File: src/rtl/sdc_pkg.sv
// shared types and constants for the stencil first-derivative core
// no dependencies; imported by every module of the block

package sdc_pkg;

  // configuration register
  localparam int unsigned GAIN_WIDTH = 20;
  localparam logic [GAIN_WIDTH-1:0] GAIN_RESET = 20'd4096;

  // extra bits a stencil sum needs over a sample (coefficient magnitudes sum to at most 128)
  localparam int unsigned STENCIL_GROWTH = 8;

  // results one sample can cause, and the width of that count
  localparam int unsigned MAX_PUSH = 5;
  localparam int unsigned PUSH_CNT_W = 3;

  // samples of a stream before the centred stencil applies, and the saturated count
  localparam logic [2:0] SEEN_WARMUP = 3'd4;
  localparam logic [2:0] SEEN_FULL   = 3'd5;

  // result queue between the stencil and the scaling pipeline
  localparam int unsigned QUEUE_DEPTH = 8;
  localparam int unsigned QIDX_W      = 3;
  localparam int unsigned QCNT_W      = 4;

  // per-result marks that travel with a stencil sum
  typedef struct packed {
    logic last;
    logic too_short;
  } sdc_flags_t;

  // what one accepted sample adds to the result queue
  typedef struct packed {
    logic [PUSH_CNT_W-1:0] num;
    logic                  last;
    logic                  too_short;
  } sdc_push_t;

endpackage

File: src/rtl/sdc_stencil.sv
// sample window, stream counter and the five stencil sums
// depends on sdc_pkg

module sdc_stencil import sdc_pkg::*; #(
  parameter int SAMPLE_WIDTH = 16,
  localparam int SumW = SAMPLE_WIDTH + STENCIL_GROWTH
) (
  input  logic                           clk_i,
  input  logic                           rst_ni,
  input  logic                           accept_i,
  input  logic signed [SAMPLE_WIDTH-1:0] sample_i,
  input  logic                           eos_i,
  output logic signed [SumW-1:0]         sum_o [MAX_PUSH],
  output sdc_push_t                      push_o
);

  localparam logic signed [SumW-1:0] K3  = SumW'(3);
  localparam logic signed [SumW-1:0] K6  = SumW'(6);
  localparam logic signed [SumW-1:0] K8  = SumW'(8);
  localparam logic signed [SumW-1:0] K10 = SumW'(10);
  localparam logic signed [SumW-1:0] K16 = SumW'(16);
  localparam logic signed [SumW-1:0] K18 = SumW'(18);
  localparam logic signed [SumW-1:0] K25 = SumW'(25);
  localparam logic signed [SumW-1:0] K36 = SumW'(36);
  localparam logic signed [SumW-1:0] K48 = SumW'(48);

  logic signed [SAMPLE_WIDTH-1:0] win_q [4];
  logic [2:0]                     seen_q, seen_d;
  logic signed [SumW-1:0]         sa, sb, sc, sd, se;
  logic signed [SumW-1:0]         fwd0, fwd1, cen, bwd1, bwd0;

  // oldest to newest, the incoming sample completes the window
  assign sa = SumW'(win_q[0]);
  assign sb = SumW'(win_q[1]);
  assign sc = SumW'(win_q[2]);
  assign sd = SumW'(win_q[3]);
  assign se = SumW'(sample_i);

  // one-sided stencils at the stream edges, centred stencil inside
  assign fwd0 = K48 * sb + K16 * sd - K25 * sa - K36 * sc - K3 * se;
  assign fwd1 = K18 * sc + se - K3 * sa - K10 * sb - K6 * sd;
  assign cen  = K8 * (sd - sb) + sa - se;
  assign bwd1 = K3 * se + K10 * sd + K6 * sb - K18 * sc - sa;
  assign bwd0 = K25 * se + K36 * sc + K3 * sa - K48 * sd - K16 * sb;

  // results caused by this transaction, in emission order
  always_comb begin
    for (int j = 0; j < MAX_PUSH; j++) begin
      sum_o[j] = '0;
    end
    push_o = '0;
    if (accept_i) begin
      push_o.last = eos_i;
      if (seen_q < SEEN_WARMUP) begin
        if (eos_i) begin
          push_o.num       = PUSH_CNT_W'(1);
          push_o.too_short = 1'b1;
        end
      end else if (seen_q == SEEN_WARMUP) begin
        sum_o[0]   = fwd0;
        sum_o[1]   = fwd1;
        sum_o[2]   = cen;
        sum_o[3]   = bwd1;
        sum_o[4]   = bwd0;
        push_o.num = eos_i ? PUSH_CNT_W'(5) : PUSH_CNT_W'(3);
      end else begin
        sum_o[0]   = cen;
        sum_o[1]   = bwd1;
        sum_o[2]   = bwd0;
        push_o.num = eos_i ? PUSH_CNT_W'(3) : PUSH_CNT_W'(1);
      end
    end
  end

  // stream counter, restarts after an end mark
  always_comb begin
    seen_d = seen_q;
    if (accept_i) begin
      if (eos_i) begin
        seen_d = '0;
      end else if (seen_q < SEEN_WARMUP) begin
        seen_d = seen_q + 3'd1;
      end else begin
        seen_d = SEEN_FULL;
      end
    end
  end

  always_ff @(posedge clk_i or negedge rst_ni) begin
    if (!rst_ni) begin
      seen_q <= '0;
    end else begin
      seen_q <= seen_d;
    end
  end

  // window shift; contents are only used once four samples of a stream are in
  always_ff @(posedge clk_i) begin
    if (accept_i) begin
      win_q[0] <= win_q[1];
      win_q[1] <= win_q[2];
      win_q[2] <= win_q[3];
      win_q[3] <= sample_i;
    end
  end

endmodule

File: src/rtl/sdc_scale.sv
// two-stage gain multiply, round to nearest and saturate
// depends on sdc_pkg

module sdc_scale import sdc_pkg::*; #(
  parameter int SAMPLE_WIDTH   = 16,
  parameter int RESULT_WIDTH   = 24,
  parameter int GAIN_FRAC_BITS = 12,
  localparam int SumW = SAMPLE_WIDTH + STENCIL_GROWTH
) (
  input  logic                           clk_i,
  input  logic                           rst_ni,
  input  logic                           advance_i,
  input  logic                           pop_i,
  input  logic signed [SumW-1:0]         sum_i,
  input  sdc_flags_t                     flags_i,
  input  logic [GAIN_WIDTH-1:0]          gain_i,
  output logic                           out_valid_o,
  output logic signed [RESULT_WIDTH-1:0] derivative_o,
  output sdc_flags_t                     flags_o,
  output logic                           saturated_o
);

  localparam int ProdW = SumW + GAIN_WIDTH;
  localparam int CmpW  = (ProdW + 1 > RESULT_WIDTH + 1) ? ProdW + 1 : RESULT_WIDTH + 1;
  localparam logic [ProdW:0]  ROUND_ADD = ((ProdW + 1)'(1) << GAIN_FRAC_BITS) >> 1;
  localparam logic [CmpW-1:0] LIM_NEG   = CmpW'(1) << (RESULT_WIDTH - 1);
  localparam logic [CmpW-1:0] LIM_POS   = LIM_NEG - CmpW'(1);

  logic [SumW-1:0]  mag;
  logic [ProdW-1:0] prod_d, prod_q;
  logic             neg_q;
  sdc_flags_t       flags_q;
  logic             mv_q;

  logic [ProdW:0]   rnd;
  logic [ProdW:0]   shv;
  logic [CmpW-1:0]  ext, clip, val;
  logic             sat;

  // stage one: magnitude times gain
  assign mag    = sum_i[SumW-1] ? (~sum_i + 1'b1) : sum_i;
  assign prod_d = ProdW'(mag) * ProdW'(gain_i);

  // stage two: round half away from zero on the magnitude, clip, restore sign
  assign rnd = (ProdW + 1)'(prod_q) + ROUND_ADD;
  assign shv = rnd >> GAIN_FRAC_BITS;
  assign ext = CmpW'(shv);

  always_comb begin
    clip = ext;
    sat  = 1'b0;
    if (neg_q) begin
      if (ext > LIM_NEG) begin
        clip = LIM_NEG;
        sat  = 1'b1;
      end
    end else begin
      if (ext > LIM_POS) begin
        clip = LIM_POS;
        sat  = 1'b1;
      end
    end
    val = neg_q ? (~clip + 1'b1) : clip;
  end

  // stage valids
  always_ff @(posedge clk_i or negedge rst_ni) begin
    if (!rst_ni) begin
      mv_q        <= 1'b0;
      out_valid_o <= 1'b0;
    end else if (advance_i) begin
      mv_q        <= pop_i;
      out_valid_o <= mv_q;
    end
  end

  // stage payloads
  always_ff @(posedge clk_i) begin
    if (advance_i) begin
      prod_q       <= prod_d;
      neg_q        <= sum_i[SumW-1];
      flags_q      <= flags_i;
      derivative_o <= val[RESULT_WIDTH-1:0];
      saturated_o  <= sat;
      flags_o      <= flags_q;
    end
  end

endmodule

File: src/rtl/stencil_first_derivative_core.sv
// top level of the stencil first-derivative core: config register, result queue
// depends on sdc_pkg, sdc_stencil and sdc_scale

// Streams signed samples and returns the fourth-order first derivative at every
// grid point, two samples behind the input; the end-marked sample flushes the two
// final points, and a stream of fewer than five samples yields a single result
// flagged too_short. Each stencil sum is scaled by gain (GAIN_FRAC_BITS fraction
// bits), rounded half away from zero and clipped to RESULT_WIDTH bits. A sample
// is taken every cycle while the eight-entry result queue has room for the five
// results one sample can cause; results leave at one per cycle while the output
// is not stalled, so the sustained rate is one sample and one result per clock,
// and with the output free in_stall_o rises only after the burst at the end of a
// stream. A result travels from the sample that causes it through the queue,
// multiply and round stage registers. Write gain through the cfg channel only
// while the block is idle; cfg_ready_o is always high.

module stencil_first_derivative_core import sdc_pkg::*; #(
  parameter int SAMPLE_WIDTH   = 16,
  parameter int RESULT_WIDTH   = 24,
  parameter int GAIN_FRAC_BITS = 12
) (
  input  logic                           clk_i,
  input  logic                           rst_ni,
  input  logic                           in_valid_i,
  output logic                           in_stall_o,
  input  logic signed [SAMPLE_WIDTH-1:0] sample_i,
  input  logic                           end_of_stream_i,
  output logic                           out_valid_o,
  input  logic                           out_stall_i,
  output logic signed [RESULT_WIDTH-1:0] derivative_o,
  output logic                           last_result_o,
  output logic                           saturated_o,
  output logic                           too_short_o,
  input  logic                           cfg_valid_i,
  output logic                           cfg_ready_o,
  input  logic [GAIN_WIDTH-1:0]          cfg_data_i
);

  localparam int SumW = SAMPLE_WIDTH + STENCIL_GROWTH;

  logic [GAIN_WIDTH-1:0]  gain_q;
  logic                   accept;
  logic                   advance;
  logic                   pop;
  logic signed [SumW-1:0] push_sum [MAX_PUSH];
  sdc_push_t              push;
  sdc_flags_t             out_flags;

  logic signed [SumW-1:0] q_sum_q [QUEUE_DEPTH];
  logic signed [SumW-1:0] q_sum_d [QUEUE_DEPTH];
  sdc_flags_t             q_flags_q [QUEUE_DEPTH];
  sdc_flags_t             q_flags_d [QUEUE_DEPTH];
  logic [QCNT_W-1:0]      q_cnt_q, q_cnt_d;
  logic [QCNT_W-1:0]      base_cnt;

  // configuration register
  assign cfg_ready_o = 1'b1;

  always_ff @(posedge clk_i or negedge rst_ni) begin
    if (!rst_ni) begin
      gain_q <= GAIN_RESET;
    end else if (cfg_valid_i && cfg_ready_o) begin
      gain_q <= cfg_data_i;
    end
  end

  // input transaction only when the queue can take a full burst
  assign in_stall_o = (q_cnt_q > QCNT_W'(QUEUE_DEPTH - MAX_PUSH));
  assign accept     = in_valid_i && !in_stall_o;

  sdc_stencil #(
    .SAMPLE_WIDTH(SAMPLE_WIDTH)
  ) u_stencil (
    .clk_i   (clk_i),
    .rst_ni  (rst_ni),
    .accept_i(accept),
    .sample_i(sample_i),
    .eos_i   (end_of_stream_i),
    .sum_o   (push_sum),
    .push_o  (push)
  );

  // output pipeline moves whenever its last stage is free or being taken
  assign advance = !out_valid_o || !out_stall_i;
  assign pop     = advance && (q_cnt_q != '0);

  // queue: shift out at the head, append the new burst after the survivors
  always_comb begin
    q_sum_d   = q_sum_q;
    q_flags_d = q_flags_q;
    if (pop) begin
      for (int i = 0; i < QUEUE_DEPTH - 1; i++) begin
        q_sum_d[i]   = q_sum_q[i+1];
        q_flags_d[i] = q_flags_q[i+1];
      end
    end
    base_cnt = q_cnt_q - QCNT_W'(pop);
    for (int j = 0; j < MAX_PUSH; j++) begin
      for (int i = 0; i < QUEUE_DEPTH; i++) begin
        if ((PUSH_CNT_W'(j) < push.num) && ((base_cnt + QCNT_W'(j)) == QCNT_W'(i))) begin
          q_sum_d[i]           = push_sum[j];
          q_flags_d[i].last      = push.last &&
                                   ((push.num - PUSH_CNT_W'(1)) == PUSH_CNT_W'(j));
          q_flags_d[i].too_short = push.too_short;
        end
      end
    end
    q_cnt_d = base_cnt + QCNT_W'(push.num);
  end

  always_ff @(posedge clk_i or negedge rst_ni) begin
    if (!rst_ni) begin
      q_cnt_q <= '0;
    end else begin
      q_cnt_q <= q_cnt_d;
    end
  end

  always_ff @(posedge clk_i) begin
    q_sum_q   <= q_sum_d;
    q_flags_q <= q_flags_d;
  end

  sdc_scale #(
    .SAMPLE_WIDTH  (SAMPLE_WIDTH),
    .RESULT_WIDTH  (RESULT_WIDTH),
    .GAIN_FRAC_BITS(GAIN_FRAC_BITS)
  ) u_scale (
    .clk_i       (clk_i),
    .rst_ni      (rst_ni),
    .advance_i   (advance),
    .pop_i       (pop),
    .sum_i       (q_sum_q[0]),
    .flags_i     (q_flags_q[0]),
    .gain_i      (gain_q),
    .out_valid_o (out_valid_o),
    .derivative_o(derivative_o),
    .flags_o     (out_flags),
    .saturated_o (saturated_o)
  );

  assign last_result_o = out_flags.last;
  assign too_short_o   = out_flags.too_short;

endmodule
File: config.mk
export PLATFORM = sky130hd
export DESIGN_NAME = stencil_first_derivative_core
export DESIGN_NICKNAME = d
export VERILOG_FILES = /design/src/rtl/sdc_pkg.sv /design/src/rtl/sdc_stencil.sv /design/src/rtl/sdc_scale.sv /design/src/rtl/stencil_first_derivative_core.sv
export SDC_FILE = /design/constraint.sdc
export NUM_CORES = 2
export LEC_CHECK = 0
export BUFFER_PORTS_ARGS = -buffer_cell sky130_fd_sc_hd__buf_4
export CAP_MARGIN = 25
export CORE_ASPECT_RATIO = 1.1
export CORE_MARGIN = 1
export CORE_UTILIZATION = 55
export CTS_CLUSTER_SIZE = 24
export DETAILED_ROUTE_END_ITERATION = 16
export HOLD_SLACK_MARGIN = 0.03
export PLACE_DENSITY = 0.71
export SLEW_MARGIN = 20
export SYNTH_ARGS = -nofsm -noshare
export SYNTH_HDL_FRONTEND = slang
export SYNTH_HIERARCHICAL = 1
export SYNTH_SLANG_ARGS = --single-unit
File: constraint.sdc
create_clock -name clk_i -period 12.3 [get_ports clk_i]
set_input_delay 0.615 -clock clk_i [delete_from_list [all_inputs] [get_ports clk_i]]
set_output_delay 0.615 -clock clk_i [all_outputs]
set_load 0.05 [all_outputs]
==> results.py <==
metrics = {
    "status": {
        "status": "finished, final reports clean",
    },
    "worst_setup_path": {
        "critPathSlowestCell": "edfxtp_1",
        "critPathBufInv": 6,
        "endpoint_kind": "register",
        "critical_path_class": "register to register",
        "critPathMaxStageDelay_ns": 0.74,
        "worstReg2RegStart": "q_sum_q[168]",
        "r2r_setup_slack_ns": 2.47,
        "crit_top_cell": "fa_1",
        "required_ns": 12.71,
        "worstRegToRegCells": 30,
        "arrival_ns": 10.24,
        "path_delay_family": "adder cells",
        "path_max_fanout": 22,
        "cp-start-kind": "register",
        "r2r_end": "u_scale/prod_q[43]",
    },
    "logic_synthesis": {
        "synth-seq-cells": 364,
        "synth_nets": 7971,
        "ys.flop_type": "edfxtp_1",
        "synth_async_sr_flop_share_pct": 7.967,
        "synth.avg_cell_area_um2": 9.246,
        "netlist_instances": 6596,
        "yosysUniqueCellTypes": 106,
        "ys_seq_area_share_pct": 17.69,
        "ys.warnings.count": 6,
        "synth_area_um2": 60990,
        "synth_edf_count": 335,
    },
    "global_route": {
        "grt_pass1_vias": 51138,
        "grt_pass1_wl_um": 306800,
        "track_usage_pct": 36.26,
        "antenna_found_initial": 6,
        "grt_max_degree": 65,
        "overflow": 0,
    },
    "cts": {
        "path_clk_slew_ns": 0.07,
        "clk_path_buf_depth": 3,
        "cts_htree_levels": 2,
        "ctsRootBufferMaster": "clkbuf_16",
        "clock_latency_ns": 0.72,
        "cts_tree": "yes",
        "cts_made_buffers": 47,
        "clock-sinks": 364,
    },
    "sta": {
        "slew_headroom_pct": 18.42,
        "rsz0062_at_grt": "false",
        "finalHoldViolCount": 0,
        "max_clock_freq_mhz": 101.7,
        "fin_crit_ns": 9.834,
        "finalSetupTns_ns": 0,
        "fin_crit_sh_pct": 79.95,
        "skew_ns": 0.06313,
        "setup_viol": 0,
        "worst_pin_slew_ns": 1.221,
        "maxSlewViolCount": 0,
    },
    "detailed_routing": {
        "vias_per_cell": 6.351,
        "first_iter_violations": 6056,
        "drt-pass1-iter-count": 10,
        "via_count": 50428,
        "antenna_left": 0,
        "wl_per_cell_um": 25.62,
        "drc": 0,
        "drt-total-wl_um": 203400,
    },
    "min_path": {
        "hold_class": "primary input to register",
        "hold-path-endpoint": "gain_q[15]",
        "hold_start": "cfg_data_i[15]",
        "min_delay_path_depth": 2,
    },
    "finish": {
        "area_growth_syn_to_layout_pct": 5.712,
        "drive_above_1_share_pct": 7.592,
        "nets": 7860,
    },
    "floorplan": {
        "dieArea_um2": 112200,
        "ios": 72,
        "start_util_pct": 55.70,
        "core_area_um2": 109500,
        "die_y_um": 351.3,
        "fp.dieW_um": 319.5,
        "row_count": 127,
    },
    "job": {
        "drv_cap": 0,
    },
    "placed_design": {
        "port_buffers": 70,
        "dpl.hpwl_um": 146600,
        "gp_congestion": 0.9807,
    },
}
[layout make-up]
| class | instances | area (µm²) |
|---|---|---|
| fill | 9521 | 45010 |
| multi-input combinational | 4796 | 44910 |
| sequential | 364 | 10790 |
| inverter | 1093 | 4103 |
| tap | 1419 | 1775 |
| timing repair buffer | 183 | 1429 |
| clock buffer | 57 | 1214 |
| clock inverter | 27 | 251.5 |
| antenna | 1 | 2.502 |
[what timing repair did]
item / in CTS / in global routing
resized for setup: 0 / 0
endpoints found under the hold margin: 28 / 0
hold buffers: 1 / 0
endpoints found under the setup margin: 0 / 0
buffers inserted: 0 / 0
[metal layers]
metal | up-vias | part of all wire (%) | wire length [µm] | global-route usage, %
li1 | 21952 | - | - | -
met1 | 24642 | 36 | 72630 | 41.83
met2 | 2919 | 47 | 95220 | 60.39
met3 | 909 | 9.8 | 20030 | 8.711
met4 | 6 | 7.6 | 15470 | 23.60
met5 | - | 0.019 | 39 | 0.04274
[placed cells by master, fill, tap and decap left out, types with 99 or more instances in the layout]
cell type     n
o221ai_1     99
inv_1      1091
and2_1      290
xnor2_1     203
a21o_1      162
fa_1        719
a21oi_1     323
buf_4       172
mux2i_1     195
mux2_2      154
nor2_1      338
xor2_1      126
ha_1        613
edfxtp_1    335
o21ai_0     189
nand2_1     484
[sequential cells by signal, indices dropped and copies added, names as in the netlist, 2 cells and up]
signal / cells
gain_q: 20
u_stencil/seen_q: 3
u_scale/prod_q: 33
u_scale/flags_q: 2
u_scale/derivative_o: 24
u_stencil/win_q: 64
q_cnt_q: 4
u_scale/flags_o: 2
q_sum_q: 192
q_flags_q: 16
[cell usage after synthesis (all sizes together) (19+ instances only)]
library cell	instances	area [µm²]
a21o	163	1225
nor2b	40	250.2
o221ai	99	867.1
buf	126	590.6
mux2i	195	1952
o21bai	37	277.8
xor2	126	1104
nand4	21	131.4
a31oi	25	162.6
o21a	53	397.9
a221o	19	190.2
mux2	155	1745
or3	21	131.4
a221oi	67	605.6
nand2b	39	244.0
nor3	70	397.9
nor2	352	1324
ha	614	7682
and3	39	244.0
fa	719	14390
edfxtp	335	10060
o21ai	209	1054
o211ai	48	360.4
clkbuf	217	814.5
nand2	492	1849
and2	291	1821
inv	1091	4095
nand3	73	365.4
a211oi	54	417.9
xnor2	206	1827
dfrtp	28	700.7
a21oi	327	1652
o22ai	36	225.2
[metrics by stage]
step / area (µm²) / util [%] / hold slack (ns) / setup slack (ns) / instances
after CTS: 64380 / 58.80 / 0.1623 / 2.502 / 7931
final: 64470 / 58.89 / 0.1716 / 2.466 / 7940
after floorplan: 60990 / - / 0.3194 / 3.628 / 6596
after detailed placement: 62900 / 57.46 / 0.4251 / 2.501 / 7846
after global placement: 62840 / 57.39 / 0.4016 / 2.629 / 7842
after global routing: 64470 / 58.89 / 0.1633 / 1.976 / 7940
[logic make-up (layout without fill, tap and decap cells)]
group | after synthesis | in the layout | share of synthesized area, %
AOI/OAI and AO/OA | 1265 | 1265 | 14.08
xor gates and xnor gates | 333 | 333 | 4.842
adders and majority gates | 1334 | 1334 | 36.22
buffers and inverters | 1436 | 1360 | 9.031
DFF | 364 | 364 | 17.69
muxes | 350 | 350 | 6.062
other | 1 | 2 | 0.006149
and+or+nand+nor | 1513 | 1513 | 12.07
[worst max path at each step]
stage / startpoint / endpoint / slack (ns) / cells after the start
3_5_place_dp: q_sum_q[168] / u_scale/prod_q[43] / 2.50 / 30
2_1_floorplan: q_sum_q[168] / u_scale/prod_q[43] / 3.63 / 32
5_1_grt: q_sum_q[168] / u_scale/prod_q[43] / 1.98 / 30
6_report: q_sum_q[168] / u_scale/prod_q[43] / 2.47 / 30
3_3_place_gp: q_sum_q[168] / u_scale/prod_q[43] / 2.63 / 30
4_1_cts: q_sum_q[168] / u_scale/prod_q[43] / 2.50 / 30
Power is not shown: default switching activity piles up to over one toggle a cycle in this logic, so the estimate is an artifact.
